--- src/dwr_pkg.sv ---
// Package for the draw-without-replacement block.
// Holds the field widths, the pool limit and the control structs that pass
// between the sequencer and the pool store. Used by every other file.
package dwr_pkg;

    localparam int RV_W      = 31;  // random word
    localparam int NUM_W     = 5;   // drawn number and pool entry
    localparam int SIZE_W    = 6;   // pool size and draw counter
    localparam int RT_W      = 6;   // range_top register
    localparam int DC_W      = 5;   // draw_count register
    localparam int CFG_IDX_W = 1;
    localparam int CFG_DAT_W = 6;
    localparam int NUMBER_MAX = 31; // largest value a drawn number can carry
    localparam int POOL_DEPTH_DEFAULT = 32;

    // Register indexes of the configuration port.
    localparam logic [CFG_IDX_W-1:0] REG_RANGE_TOP  = 1'd0;
    localparam logic [CFG_IDX_W-1:0] REG_DRAW_COUNT = 1'd1;

    // Input item kinds.
    localparam logic KIND_RESTART = 1'b0;
    localparam logic KIND_DRAW    = 1'b1;

    // Command from the sequencer to the pool store.
    typedef struct packed {
        logic              fill;
        logic              draw;
        logic [SIZE_W-1:0] size;
        logic [SIZE_W-1:0] pos;
    } pool_cmd_t;

    // Status back from the pool store.
    typedef struct packed {
        logic             busy;
        logic [NUM_W-1:0] picked;
    } pool_stat_t;

endpackage

--- src/dwr_mod.sv ---
// Iterative modulo unit: remainder of the random word by the pool size,
// one quotient bit per cycle by restoring division. Depends on dwr_pkg.
module dwr_mod import dwr_pkg::*;
(
    input  logic              clk,
    input  logic              rst_n,
    input  logic              start,
    input  logic [RV_W-1:0]   dividend,
    input  logic [SIZE_W-1:0] divisor,
    output logic              busy,
    output logic [SIZE_W-1:0] remainder
);

    localparam int CNT_W = $clog2(RV_W);

    logic              busy_reg, busy_next;
    logic [CNT_W-1:0]  cnt_reg, cnt_next;
    logic [RV_W-1:0]   dvd_reg, dvd_next;
    logic [SIZE_W-1:0] rem_reg, rem_next;
    logic [SIZE_W-1:0] div_reg, div_next;
    logic [SIZE_W-1:0] trial;

    // The remainder stays below the divisor, so its top bit is always clear
    // and the shifted value still fits the same width.
    assign trial = {rem_reg[SIZE_W-2:0], dvd_reg[RV_W-1]};

    always_comb
    begin
        busy_next = busy_reg;
        cnt_next  = cnt_reg;
        dvd_next  = dvd_reg;
        rem_next  = rem_reg;
        div_next  = div_reg;
        if (start)
        begin
            busy_next = 1'b1;
            cnt_next  = CNT_W'(RV_W - 1);
            dvd_next  = dividend;
            rem_next  = '0;
            div_next  = divisor;
        end
        else if (busy_reg)
        begin
            dvd_next = {dvd_reg[RV_W-2:0], 1'b0};
            rem_next = (trial >= div_reg) ? trial - div_reg : trial;
            if (cnt_reg == '0)
            begin
                busy_next = 1'b0;
            end
            else
            begin
                cnt_next = cnt_reg - CNT_W'(1);
            end
        end
    end

    always_ff @(posedge clk or negedge rst_n)
    begin
        if (!rst_n)
        begin
            busy_reg <= 1'b0;
            cnt_reg  <= '0;
        end
        else
        begin
            busy_reg <= busy_next;
            cnt_reg  <= cnt_next;
        end
    end

    always_ff @(posedge clk)
    begin
        dvd_reg <= dvd_next;
        rem_reg <= rem_next;
        div_reg <= div_next;
    end

    assign busy      = busy_reg;
    assign remainder = rem_reg;

endmodule

--- config.mk ---
export PLATFORM = sky130hd
export DESIGN_NAME = dwr_mod
export DESIGN_NICKNAME = d
export VERILOG_FILES = /design/src/dwr_pkg.sv /design/src/dwr_mod.sv
export SDC_FILE = /design/constraint.sdc
export NUM_CORES = 1
export LEC_CHECK = 0
export BUFFER_PORTS_ARGS = -buffer_cell sky130_fd_sc_hd__buf_2
export CAP_MARGIN = 10
export CORE_MARGIN = 2
export CORE_UTILIZATION = 49
export DETAILED_ROUTE_END_ITERATION = 10
export PLACE_DENSITY = 0.83
export SLEW_MARGIN = 20
export SYNTH_ARGS = -nofsm -noshare
export SYNTH_HDL_FRONTEND = slang
export SYNTH_SLANG_ARGS = --single-unit
--- constraint.sdc ---
create_clock -name clk -period 1.98 [get_ports clk]
set_clock_uncertainty 0.05 [all_clocks]
set_input_delay 0.297 -clock clk [delete_from_list [all_inputs] [get_ports clk]]
set_output_delay 0.297 -clock clk [all_outputs]
set_load 0.01 [all_outputs]
======== After elaboration in Yosys (flattened, before gate mapping) ========
Cells that the tools add are included.
cells by class
  $add $sub $neg .......................... 2
  $lt $le $gt $ge ......................... 1
  eq/ne operators ......................... 1
  mux-type cells .......................... 9
  reductions and logical operators ........ 3
operators by type and width
  cell                                              number
  two-way mux 31 bit                                2
  two-way mux 5 bit                                 3
  >= comparator 6 bit                               1
  two-way mux 6 bit                                 1
  subtractor 6 bit                                  1
  logical NOT 5 bit                                 1
  subtractor 5 x 1 -> 5 bit, second input constant  1
  two-way mux 1 bit                                 3
  != test 2 bit, second input constant              1
  AND reduction 2 bit                               1
  nonzero test 2 bit                                1
storage, ports and cells
  register bits after elaboration ......... 49
  bits of input ports ..................... 40
  output and inout bits ................... 7
  logic and storage cells ................. 21

======== Logic depth before layout (Yosys ltp) ========
  depth after elaboration ................. 4
  depth in mapped cells ................... 9
  gate-level depth less buffers ........... 9

======== Worst setup path after synthesis ========
No wires, ideal clock.
  kind .................................... reg-to-reg
  start ................................... reg dvd_reg[30]
  end ..................................... reg rem_reg[5] (netlist: remainder[5])
  setup time .............................. 0.120 ns
  arrival ................................. 1.775 ns
  required time ........................... 1.810 ns
  setup slack ............................. 0.036 ns
  cell stages (with the launch flop) ...... 9
  path buffers ............................ 0
  period minus slack after synthesis ...... 1.944 ns
  path through ............................ edfxtp_1 -> inv_1 -> ha_1 -> inv_1 -> fa_1 -> a21oi_1 -> o21ai_0 -> and3_1 -> a211o_1
between the ends
  longest elaborated chain between the ends .. 2
  elaborated cells between the ends (all ways) .. 3
  those cells by class .................... 1 x add/sub; 1 x order compare; 1 x mux
ends and longest elaborated chain
  element                                                         line           RTL
  start, declared                                                 dwr_mod.sv:18  logic [RV_W-1:0] dvd_reg, dvd_next;
  start signal, assigned                                          dwr_mod.sv:73  dvd_reg <= dvd_next;
  subtractor 6 bit / >= comparator 6 bit (equally long branches)  dwr_mod.sv:45  rem_next = (trial >= div_reg) ? trial - div_reg : trial;
  two-way mux 6 bit (*)                                           dwr_mod.sv:45
  end signal, assigned                                            dwr_mod.sv:74  rem_reg <= rem_next;
  end, declared                                                   dwr_mod.sv:19  logic [SIZE_W-1:0] rem_reg, rem_next;
Mark *: on every way between the ends. The rest lies on a longest branch, timed or not.
A chain may end at the register's enable or synchronous reset.

======== Final worst setup path ========
  start ................................... reg dvd_reg[30]
  end ..................................... reg rem_reg[0] (netlist: remainder[0])
Same word-level chain as after synthesis.

==> run summary <==
Area of the multi-input gates -> 918.4 um^2
Detailed-router iteration count before antenna repair -> 4
Mapped Nets -> 212
Die Y -> 72.70 um
Worst r2r src -> dvd_reg[30]
Mapped Area -> 2312 um^2
Placement Cell Area -> 2628 um^2
Setup violators final -> 0
Final setup TNS -> 0 ns
Max-slew headroom -> 0.5233
Worst skew pair latency -> 0.30 ns
Synthesis-stage register bit count -> 49
Worst Path Max Fanout -> 7
RSZ-0062 raised after global routing -> true
Final Hold Viols -> 0
Die Wd -> 72.70 um
Post-place setup slack -> -0.1434 ns
Vias in the first global route -> 1454
Final net count -> 266
Post-synth EDFFs -> 37
Post-synth ARST share -> 0.1224
DRT iter0 DRCs -> 83
Pwr dens -> 878.9 nW/um^2
Gpl congestion -> 0.8326
N_diodes -> 0
Slew @ Worst Pin -> 0.7150 ns
Routed WL -> 4043 um
Most frequent cells in the layout -> 46 x buf_2, 37 x edfxtp_1, 30 x mux2_2
Most used flip-flop cell after synthesis -> edfxtp_1
Critical Path Source Type -> flop
First-pass GRT wire length -> 6644 um
Critical path endpoint -> remainder[0]
Grt ovf -> 0
Worst Hold Class -> input port to flop
Max_cap viols -> 0
Hpwl dp -> 2766 um
Max clock buf depth -> 2
Min Tclk post-route -> 1.927 ns
Die ar. -> 5285 um^2
Port bufs -> 46
R2R Setup Slk -> 0.05 ns
Placed Cells -> 262
Leakage -> 0.001172 uW
Synth Instances -> 164
Required @ worst endpoint -> 2.13 ns
Pin count of the biggest net entering global routing -> 32
Via count -> 1449
Critical path class -> flop to flop
Synth unique cells -> 37
GR Util All Layers -> 0.1685
Setup Buffers After CTS -> 0
Initial antenna violation count -> 0
Worst IR Drop VDD -> 0.4882 mV
R2r endpoint -> remainder[0]
Core area -> 4444 um^2
Critical path capture point type -> flop
Layout fillers -> 355
CTS Buf Count -> 5
Power after layout -> 2449 uW
CTS tree -> yes
CTS root buffer -> clkbuf_8
Worst EP arrival -> 2.07 ns
Final WS setup -> 0.05301 ns
Starting Density -> 0.5203
Vias per inst -> 5.347
WL/cell -> 14.92 um
Final cell count without fillers -> 271
Max reg flops -> 31
Seq/Total Area, Yosys -> 0.5974
Synth warn -> 0
FP Rows -> 24
DRC viols -> 0
Outcome -> complete, no violations
# IOs -> 47
Clk sinks -> 49
Final Max Tran Viols -> 0
Setup crit start -> dvd_reg[30]
Worst-path clk slew -> 0.09 ns
Max H-tree Level -> 2
Path depth of the worst reg2reg path -> 9
Post-route cell area -> 2786 um^2
Syn Area/Cell -> 14.10 um^2
Share of cells above drive strength 1 -> 0.4749
Final Cycle Share -> 0.9732
Register Area -> 1381 um^2
Routed Antenna Nets -> 0
Max Clk Rate -> 518.9 MHz
Most common cell after layout, fill and taps aside -> buf_2
Layout overhead on the synthesized area -> 20.51%
how the worst min path moves through the flow:
stage	slack (ns)	end	startpoint	cells after the start
2_1_floorplan	-0.05	busy	rst_n	0
5_1_grt	0.1	div_reg[3]	divisor[3]	1
3_5_place_dp	0.08	cnt_reg[2]	rst_n	1
6_report	0.11	div_reg[3]	divisor[3]	1
4_1_cts	0.1	div_reg[3]	divisor[3]	1
3_3_place_gp	0.08	cnt_reg[2]	rst_n	1
where the power goes:
part	internal, uW	leakage (uW)	switching (uW)	total (uW)
sequential	1220	0.000497	67.9	1290
clock	251	0.0000481	347	598
combinational	294	0.000627	264	559
area by class of cell:
class | count | share of cell area
clock buffer | 5 | 0.02470
sequential | 49 | 0.4957
tap | 52 | 0.02335
inverter | 11 | 0.01482
timing repair buffer | 53 | 0.1037
clock inverter | 3 | 0.008083
multi-input combinational | 98 | 0.3296
kinds of logic (layout without fill, tap and decap cells):
kind of cell,count (synthesis),in the layout,synth area share
AO/OA/AOI/OAI,20,20,0.07252
AND/OR/NAND/NOR,30,30,0.06819
XOR/XNOR,5,5,0.01894
flip-flops,49,49,0.5974
adder cells (fa/ha/maj),8,8,0.04654
buffers and inverters,17,72,0.02868
multiplexers,35,35,0.1677
metal layers:
layer,up-vias,global-route usage,routed length [um]
li1,708,-,-
met1,703,0.2119,1799
met2,32,0.2737,2003
met3,6,0.05939,189
met4,0,0.05350,51
met5,-,0,0
repair_timing:
item	CTS	global route
endpoints found under the setup margin	6	6
cloned	0	0
endpoints found under the hold margin	6	0
hold buffers	1	0
resized for setup	2	10
pin swaps	2	7
worst max-delay path, cell delays in order (launching register included):
cell and delay [ns]:
edfxtp_1 0.39, inv_2 0.09, ha_4 0.13, inv_2 0.04
fa_2 0.39, a21oi_4 0.17, o221ai_4 0.19, mux2i_1 0.17
mux2i_1 0.16, nor2_1 0.05
per-stage QoR:
step / hold WS [ns] / util
6_report: 0.1126 / 0.6270
5_1_grt: 0.09702 / 0.6270
4_1_cts: 0.09983 / 0.6154
3_5_place_dp: 0.07652 / 0.5912
3_3_place_gp: 0.07766 / 0.5912
2_1_floorplan: -0.04859 / -
Yosys cell counts, drive strengths merged (2+ instances only):
library cell | count | share of area
a211o | 2 | 0.0076
a211oi | 3 | 0.0097
a21oi | 6 | 0.013
and2 | 2 | 0.0054
buf | 2 | 0.0043
clkbuf | 4 | 0.0065
dfrtp | 6 | 0.065
dfxtp | 6 | 0.052
edfxtp | 37 | 0.48
ha | 7 | 0.038
inv | 11 | 0.018
mux2 | 30 | 0.15
mux2i | 5 | 0.022
nand2 | 3 | 0.0049
nand2b | 4 | 0.011
nand3 | 2 | 0.0043
nor2 | 11 | 0.018
o21ai | 3 | 0.0065
or2 | 2 | 0.0054
xnor2 | 3 | 0.011
xor2 | 2 | 0.0076
Note: power is estimated with default switching activity, not from simulation.
