$ cat src/dwr_pkg.sv
// Package for the draw-without-replacement block.
// Holds the field widths, the pool limit and the control structs that pass
// between the sequencer and the pool store. Used by every other file.
package dwr_pkg;

    localparam int RV_W      = 31;  // random word
    localparam int NUM_W     = 5;   // drawn number and pool entry
    localparam int SIZE_W    = 6;   // pool size and draw counter
    localparam int RT_W      = 6;   // range_top register
    localparam int DC_W      = 5;   // draw_count register
    localparam int CFG_IDX_W = 1;
    localparam int CFG_DAT_W = 6;
    localparam int NUMBER_MAX = 31; // largest value a drawn number can carry
    localparam int POOL_DEPTH_DEFAULT = 32;

    // Register indexes of the configuration port.
    localparam logic [CFG_IDX_W-1:0] REG_RANGE_TOP  = 1'd0;
    localparam logic [CFG_IDX_W-1:0] REG_DRAW_COUNT = 1'd1;

    // Input item kinds.
    localparam logic KIND_RESTART = 1'b0;
    localparam logic KIND_DRAW    = 1'b1;

    // Command from the sequencer to the pool store.
    typedef struct packed {
        logic              fill;
        logic              draw;
        logic [SIZE_W-1:0] size;
        logic [SIZE_W-1:0] pos;
    } pool_cmd_t;

    // Status back from the pool store.
    typedef struct packed {
        logic             busy;
        logic [NUM_W-1:0] picked;
    } pool_stat_t;

endpackage

$ cat src/dwr_pool.sv
// Pool store: a single-port-write memory of pool entries with its own sweep
// counter for refilling and for closing the gap after a draw.
// Depends on dwr_pkg for the command and status structs.
module dwr_pool import dwr_pkg::*;
#(
    parameter int POOL_DEPTH = POOL_DEPTH_DEFAULT
)
(
    input  logic       clk,
    input  logic       rst_n,
    input  pool_cmd_t  cmd,
    output pool_stat_t stat
);

    localparam int IDX_W = (POOL_DEPTH > 1) ? $clog2(POOL_DEPTH) : 1;
    localparam int CW    = ((IDX_W > SIZE_W) ? IDX_W : SIZE_W) + 1;

    localparam logic [1:0] P_IDLE  = 2'd0;
    localparam logic [1:0] P_FILL  = 2'd1;
    localparam logic [1:0] P_SHIFT = 2'd2;

    logic [NUM_W-1:0] mem [POOL_DEPTH];

    logic [1:0]        pst_reg, pst_next;
    logic [CW-1:0]     cnt_reg, cnt_next;
    logic [SIZE_W-1:0] size_reg, size_next;
    logic              first_reg, first_next;
    logic [NUM_W-1:0]  picked_reg, picked_next;
    logic [NUM_W-1:0]  rd_data_reg;

    logic              wr_en, rd_en;
    logic [IDX_W-1:0]  wr_addr, rd_addr;
    logic [NUM_W-1:0]  wr_data;
    logic [CW-1:0]     cnt_inc;

    assign cnt_inc = cnt_reg + CW'(1);

    always_comb
    begin
        pst_next    = pst_reg;
        cnt_next    = cnt_reg;
        size_next   = size_reg;
        first_next  = first_reg;
        picked_next = picked_reg;
        wr_en       = 1'b0;
        wr_addr     = cnt_reg[IDX_W-1:0];
        wr_data     = cnt_inc[NUM_W-1:0];
        rd_en       = 1'b0;
        rd_addr     = IDX_W'(cmd.pos);
        unique case (pst_reg)
            P_IDLE:
            begin
                if (cmd.fill)
                begin
                    cnt_next  = '0;
                    size_next = cmd.size;
                    pst_next  = P_FILL;
                end
                else if (cmd.draw)
                begin
                    // The picked entry is read here and lands in the first
                    // cycle of the sweep.
                    rd_en      = 1'b1;
                    rd_addr    = IDX_W'(cmd.pos);
                    cnt_next   = CW'(cmd.pos);
                    size_next  = cmd.size;
                    first_next = 1'b1;
                    pst_next   = P_SHIFT;
                end
            end
            P_FILL:
            begin
                if (cnt_reg < CW'(size_reg))
                begin
                    wr_en    = 1'b1;
                    cnt_next = cnt_inc;
                end
                else
                begin
                    pst_next = P_IDLE;
                end
            end
            P_SHIFT:
            begin
                // rd_data_reg: entry cnt_reg; pick first, then each moves one down.
                if (first_reg)
                begin
                    picked_next = rd_data_reg;
                end
                else
                begin
                    wr_en   = 1'b1;
                    wr_addr = cnt_reg[IDX_W-1:0] - IDX_W'(1);
                    wr_data = rd_data_reg;
                end
                first_next = 1'b0;
                if (cnt_inc < CW'(size_reg))
                begin
                    rd_en    = 1'b1;
                    rd_addr  = cnt_inc[IDX_W-1:0];
                    cnt_next = cnt_inc;
                end
                else
                begin
                    pst_next = P_IDLE;
                end
            end
            default:
            begin
                pst_next = P_IDLE;
            end
        endcase
    end

    always_ff @(posedge clk or negedge rst_n)
    begin
        if (!rst_n)
        begin
            pst_reg <= P_IDLE;
        end
        else
        begin
            pst_reg <= pst_next;
        end
    end

    always_ff @(posedge clk)
    begin
        cnt_reg    <= cnt_next;
        size_reg   <= size_next;
        first_reg  <= first_next;
        picked_reg <= picked_next;
    end

    always_ff @(posedge clk)
    begin
        if (wr_en)
        begin
            mem[wr_addr] <= wr_data;
        end
        if (rd_en)
        begin
            rd_data_reg <= mem[rd_addr];
        end
    end

    assign stat.busy   = (pst_reg != P_IDLE);
    assign stat.picked = picked_reg;

endmodule

$ cat config.mk
export PLATFORM = sky130hd
export DESIGN_NAME = dwr_pool
export DESIGN_NICKNAME = d
export VERILOG_FILES = /design/src/dwr_pkg.sv /design/src/dwr_pool.sv
export SDC_FILE = /design/constraint.sdc
export NUM_CORES = 1
export LEC_CHECK = 0
export ABC_CLOCK_PERIOD_IN_PS = 10100
export BUFFER_PORTS_ARGS = -buffer_cell sky130_fd_sc_hd__clkbuf_2
export CORE_UTILIZATION = 67
export DETAILED_ROUTE_END_ITERATION = 16
export PLACE_DENSITY = 0.81
export SLEW_MARGIN = 40
export SYNTH_ARGS = -nofsm -noshare
export SYNTH_HDL_FRONTEND = slang
export SYNTH_SLANG_ARGS = --single-unit
$ cat constraint.sdc
create_clock -name clk -period 10.1 [get_ports clk]
set_input_delay 2.02 -clock clk [delete_from_list [all_inputs] [get_ports clk]]
set_output_delay 2.02 -clock clk [all_outputs]
set_load 0.01 [all_outputs]
Word level (Yosys, flattened, before mapping)
Memory sizes are Yosys's and may differ from the RTL's. A register that Yosys moved wholly into a read port is not among the register bits.
Index checks and enable logic that the tools add are counted.
{ "totals": {"input_bits": 16, "n_memories": 1, "regBits": 21, "output_inout_bits": 6, "elab_cells": 59, "ram_bits": 160} }
{ "classes": {"n_eq_ne": 9, "n_lt_le_gt_ge": 2, "n_addsub": 2, "n_mux": 30, "reduce_logical": 10} }
{ "memory_table": {"columns": ["memory", "words", "word_bits", "read_ports", "rd_ports_with_merged_regs", "write_ports", "line_no", "rtl"], "rows": [
  ["mem", 32, 5, 1, 1, 1, "dwr_pool.sv:22", "logic [NUM_W-1:0] mem [POOL_DEPTH];"]
]} }
{ "op_table": {"columns": ["operator", "n"], "rows": [
  ["2-to-1 mux 5 bit", 6],
  ["2-to-1 mux 7 bit", 4],
  ["one-hot mux 7 bit (3 select lines)", 1],
  ["< comparator 7 x 6 -> 1 bit", 2],
  ["2-to-1 mux 6 bit", 2],
  ["inequality test 2 bit (second input constant)", 6],
  ["2-to-1 mux 1 bit", 9],
  ["2-to-1 mux 2 bit", 4],
  ["adder 7 x 1 -> 7 bit (second input constant)", 1],
  ["one-hot mux 1 bit (2 select lines)", 3],
  ["one-hot mux 2 bit (3 select lines)", 1],
  ["AND reduction 3 bit", 2],
  ["nonzero test 2 bit", 3],
  ["subtractor 5 x 1 -> 5 bit (second input constant)", 1],
  ["AND reduction 2 bit", 2],
  ["AND reduction 4 bit", 1],
  ["inequality test 3 bit (second input constant)", 1],
  ["nonzero test 3 bit", 1],
  ["equality test 2 x 1 -> 1 bit (second input constant)", 1],
  ["equality test 2 bit (second input constant)", 1],
  ["logical NOT 2 bit", 1]
]} }

Longest topological paths before layout
{ "depth": {"word_depth": 5, "depth_mapped": 17, "depth_no_buf": 13} }

Worst setup path after synthesis
Ideal clock, no wire load.
{ "synth_timing": {"path_type": "register -> register", "startpoint": "register cnt_reg[1]", "endpoint": "register rd_data_reg[1], read port of mem, data pin", "path_buffers": 2, "setup_time_ps": 272, "stages_incl_launch_ff": 16, "arrival_ps": 3451, "synth_period_minus_slack_ps": 3723, "t_required_ps": 9828, "setup_slack_ps": 6377, "cell_sequence": "edfxtp_1 ha_1 nand3_1 xnor2_1 ha_1 a21o_1 a21oi_1 nand4_4 nand2b_4 a21oi_2 buf_6 buf_6 mux2i_1 o22ai_1 a2111oi_0 a211oi_1"} }
{ "synth_between": {"elab_chain_len": 4, "elab_cells_between_ends": 6, "cone_classes": "add/sub: 1; order compare: 1; mux: 4"} }
{ "synth_rtl": {"columns": ["item", "line_no", "rtl"], "rows": [
  ["start: declaration", "dwr_pool.sv:25", "logic [CW-1:0] cnt_reg, cnt_next;"],
  ["start signal: assignment", "dwr_pool.sv:129", "cnt_reg <= cnt_next;"],
  ["adder 7 x 1 -> 7 bit *", "dwr_pool.sv:36", "assign cnt_inc = cnt_reg + CW'(1);"],
  ["< comparator 7 x 6 -> 1 bit", "dwr_pool.sv:97", "if (cnt_inc < CW'(size_reg))"],
  ["2-to-1 mux 1 bit / 2-to-1 mux 5 bit (equally long branches)", "dwr_pool.sv:97", null],
  ["one-hot mux 1 bit (2 select lines) / 2-to-1 mux 5 bit (equally long branches)", null, null],
  ["end: declaration", "dwr_pool.sv:29", "logic [NUM_W-1:0] rd_data_reg;"]
]} }
Every way passes the cells marked *; elsewhere a longest branch is shown, timed or not.
A chain may end at the register's enable or synchronous reset.

Final worst setup path
{ "layout_timing": {"startpoint": "register cnt_reg[0]", "endpoint": "register rd_data_reg[0], read port of mem, data pin"} }
The elaborated chain is that of the path after synthesis.

==> results by group <==
Clock network
  – TritonCTS clock tree: built
  – Hold-fix buffers, CTS: 0
  – Clock-pin slew on the worst setup and hold paths: 0.07 ns
  – Clk sinks: between 150 and 200
  – # Post-CTS Setup Buffers: 0
  – Number of buffers created by CTS: 17
  – H-Tree Level Count: 4
  – Root Driver: clkbuf_16
  – CTS Buffer Depth: 2
  – Post_cts resized: 0
  – Worst-Skew Late Latency: 0.44 ns

Layout
  – Finished Cell Area: around 9200 sq um
  – # nets final: slightly above 700
  – Max reg flops: 160
  – Fillers: around 720
  – Area grow syn2layout: 11.4%
  – Area of the multi-input gates: ~2600 sq um
  – Antenna diodes: 0
  – Register Area: around 5600 sq um
  – Share of cells above drive strength 1: 11.4%

Synth
  – Mapped cell area: 8290 sq um
  – Share of the synthesized area in the top cell type: between 60% and 70%
  – Most common cell in the netlist: edfxtp_1
  – Number of synthesized flops with an enable pin: ~180
  – Async set-reset flop share out of synthesis: 1.08%
  – Yosys reg bits: 186
  – Post-synth net total: a little under 700
  – Mapped Cells: around 650
  – Ys Warns: 0
  – Post-synth cell types: 54
  – Synth top area cells: edfxtp_1 (67%), nand2_1 (5.7%), mux2i_1 (4.0%), nor2_1 (2.8%), ha_1 (2.6%)
  – Syn Area/Cell: ~13 sq um
  – Area leader, netlist: edfxtp_1
  – Post-synthesis sequential area ratio: roughly 67%
  – Synth cell count leaders: edfxtp_1 (184), nand2_1 (126), nor2_1 (61), mux2i_1 (33), a21oi_1 (24)
  – Top FF cell, synth: edfxtp_1

GRT
  – Vias in the first global route: 5290
  – First-pass GRT wire length: ~29 mm
  – Largest net degree at the start of global routing: 33
  – Grt total ovfl: 0
  – Total GRT Usage: 31.5%
  – Initial antenna violation count: 0

Power and ir drop
  – Power Dens Cells: approximately 290 nW/um^2
  – Leakage: 3.25 nW
  – Max VDD drop: around 0.14 mV

Critical path
  – Critical Path RT: 10.25 ns
  – Reg-to-reg slack, setup: 4.67 ns
  – Worst setup startpoint: cnt_reg[0]
  – R2R depth: 15
  – Critical Path Start Type: flop
  – CP max FO: 18
  – Worst Setup EP: rd_data_reg[0]
  – Reg2reg end: rd_data_reg[0]
  – Worst path arrival time: between 5 and 6 ns
  – Worst R2R Start: cnt_reg[0]
  – Kind of critical path: reg2reg
  – Setup crit end kind: flop

Routing
  – Via-to-Cell Ratio: approximately 6.5
  – DRC viols: 0
  – Vias: around 5600
  – Routed length per instance: 22.4 um
  – Post-route ant nets: 0
  – Final wirelength: ~19 mm
  – Initial drt markers: 724
  – Drt pass-1 iters: 5

Placement
  – Area post-placement: slightly below 9000 sq um
  – GPL Wtd Cong: 0.931
  – Half-perimeter wire length after placement: 13.0 mm
  – Port bufs: 21

Floorplanning
  – DIE AREA: 12800 sq um
  – Ports: 22
  – Die W: between 100 and 150 um
  – Starting density of the core: between 60% and 70%
  – Core area: around 12000 sq um
  – Std cell rows: 40
  – Die Height: approximately 110 um

STA
  – Fin. Hold Viols: 0
  – Slew headroom: 48.5%
  – Setup violators final: 0
  – Final worst path period need: 5.43 ns
  – Setup TNS: 0 ns
  – Final Max Slew Viols: 0
  – RSZ-0062 raised after global routing: false
  – Final Skew: about 0.0077 ns
  – Slew @ Worst Pin: approximately 0.75 ns
  – Fmax: between 0.15 and 0.2 GHz
  – Final Cycle Share: 53.8%

Run
  – Max Cap Violations: 0

Run status
  – Outcome: finished clean

Worst hold path
  – Worst min-delay path class: reg2reg
==> where the power goes <==
part | total, mW | leakage, nW | internal (mW) | switching [mW]
logic | 0.926 | 1.29 | 0.272 | 0.655
registers | 1.15 | 1.70 | 1.09 | 0.0574
clock network | 0.595 | 0.256 | 0.316 | 0.279
==> cell families after synthesis <==
family	after synthesis	synth area share [%]
XOR/XNOR	8	0.845
AO/OA/AOI/OAI	103	8.51
buffers and inverters	42	2.46
adder cells (fa/ha/maj)	17	2.57
flip-flops	186	67.2
AND/OR/NAND/NOR	257	14.1
multiplexers	35	4.30
==> cell type report <==
type                       count  share of cell area (%)
timing repair buffer          30                    2.82
tap                          168                    2.28
sequential                   186                    60.4
multi-input combinational    420                    28.2
clock inverter                13                    1.03
clock buffer                  19                    4.69
inverter                      16                   0.650
==> routing by layer <==
metal	wire length, um	global-route usage [%]
met4	675	14.7
met2	9090	50.2
met3	1990	8.52
met5	0	0
met1	7350	40.8
==> worst min path at each step <==
| stage | from | endpoint | slack (ns) | cells after the start |
|---|---|---|---|---|
| 2_1_floorplan | rd_data_reg[1] | picked_reg[1] | 0.43 | 0 |
| 3_3_place_gp | rd_data_reg[1] | picked_reg[1] | 0.48 | 0 |
| 3_5_place_dp | rd_data_reg[1] | picked_reg[1] | 0.48 | 0 |
| 4_1_cts | rd_data_reg[1] | picked_reg[1] | 0.49 | 0 |
| 5_1_grt | rd_data_reg[1] | picked_reg[1] | 0.50 | 0 |
| 6_report | rd_data_reg[1] | picked_reg[1] | 0.49 | 0 |
==> critical path, cell delays in order (launching register included) <==
cell and delay [ns]:
edfxtp_1 0.74, ha_1 0.27, nand3_1 0.09, xnor2_1 0.60, ha_1 0.38, a21o_1 0.16
a21oi_1 0.36, nand4_4 0.23, nand2b_4 0.29, a21oi_4 0.35, buf_16 0.21, buf_8 0.20
mux2i_1 0.20, o22ai_1 0.12, a2111oi_1 0.72, a211oi_1 0.21
==> placed cells by master (no fill, tap or decap), types with 3 or more instances in the layout <==
master	count
edfxtp_1	184
nand2_1	126
nor2_1	60
mux2i_1	32
clkbuf_2	21
a21oi_1	20
a211oi_1	20
nand3_1	19
clkbuf_16	18
ha_1	17
inv_1	16
o21ai_0	11
nor3b_1	11
o22ai_1	11
nor3_1	7
nand4_1	6
a21o_1	5
a21oi_4	5
a32o_1	5
a32oi_1	5
xor2_1	4
xnor2_1	4
nor4_1	4
buf_8	4
and2_1	3
nand2b_1	3
a31oi_1	3
a2111oi_1	3
clkinv_2	3
==> metrics by stage <==
| stage | power, mW | hold slack [ns] | util, % | setup slack, ns | instances |
|---|---|---|---|---|---|
| floorplan | 1.69 | 0.426 | - | 6.38 | 648 |
| global placement | 1.96 | 0.482 | 70.8 | 4.40 | 813 |
| detailed placement | 2.05 | 0.476 | 72.0 | 4.84 | 819 |
| CTS | 2.64 | 0.492 | 76.4 | 4.80 | 851 |
| global route | 2.77 | 0.502 | 76.6 | 4.44 | 852 |
| finish | 2.67 | 0.495 | 76.6 | 4.67 | 852 |
(Power assumes the default switching activity.)
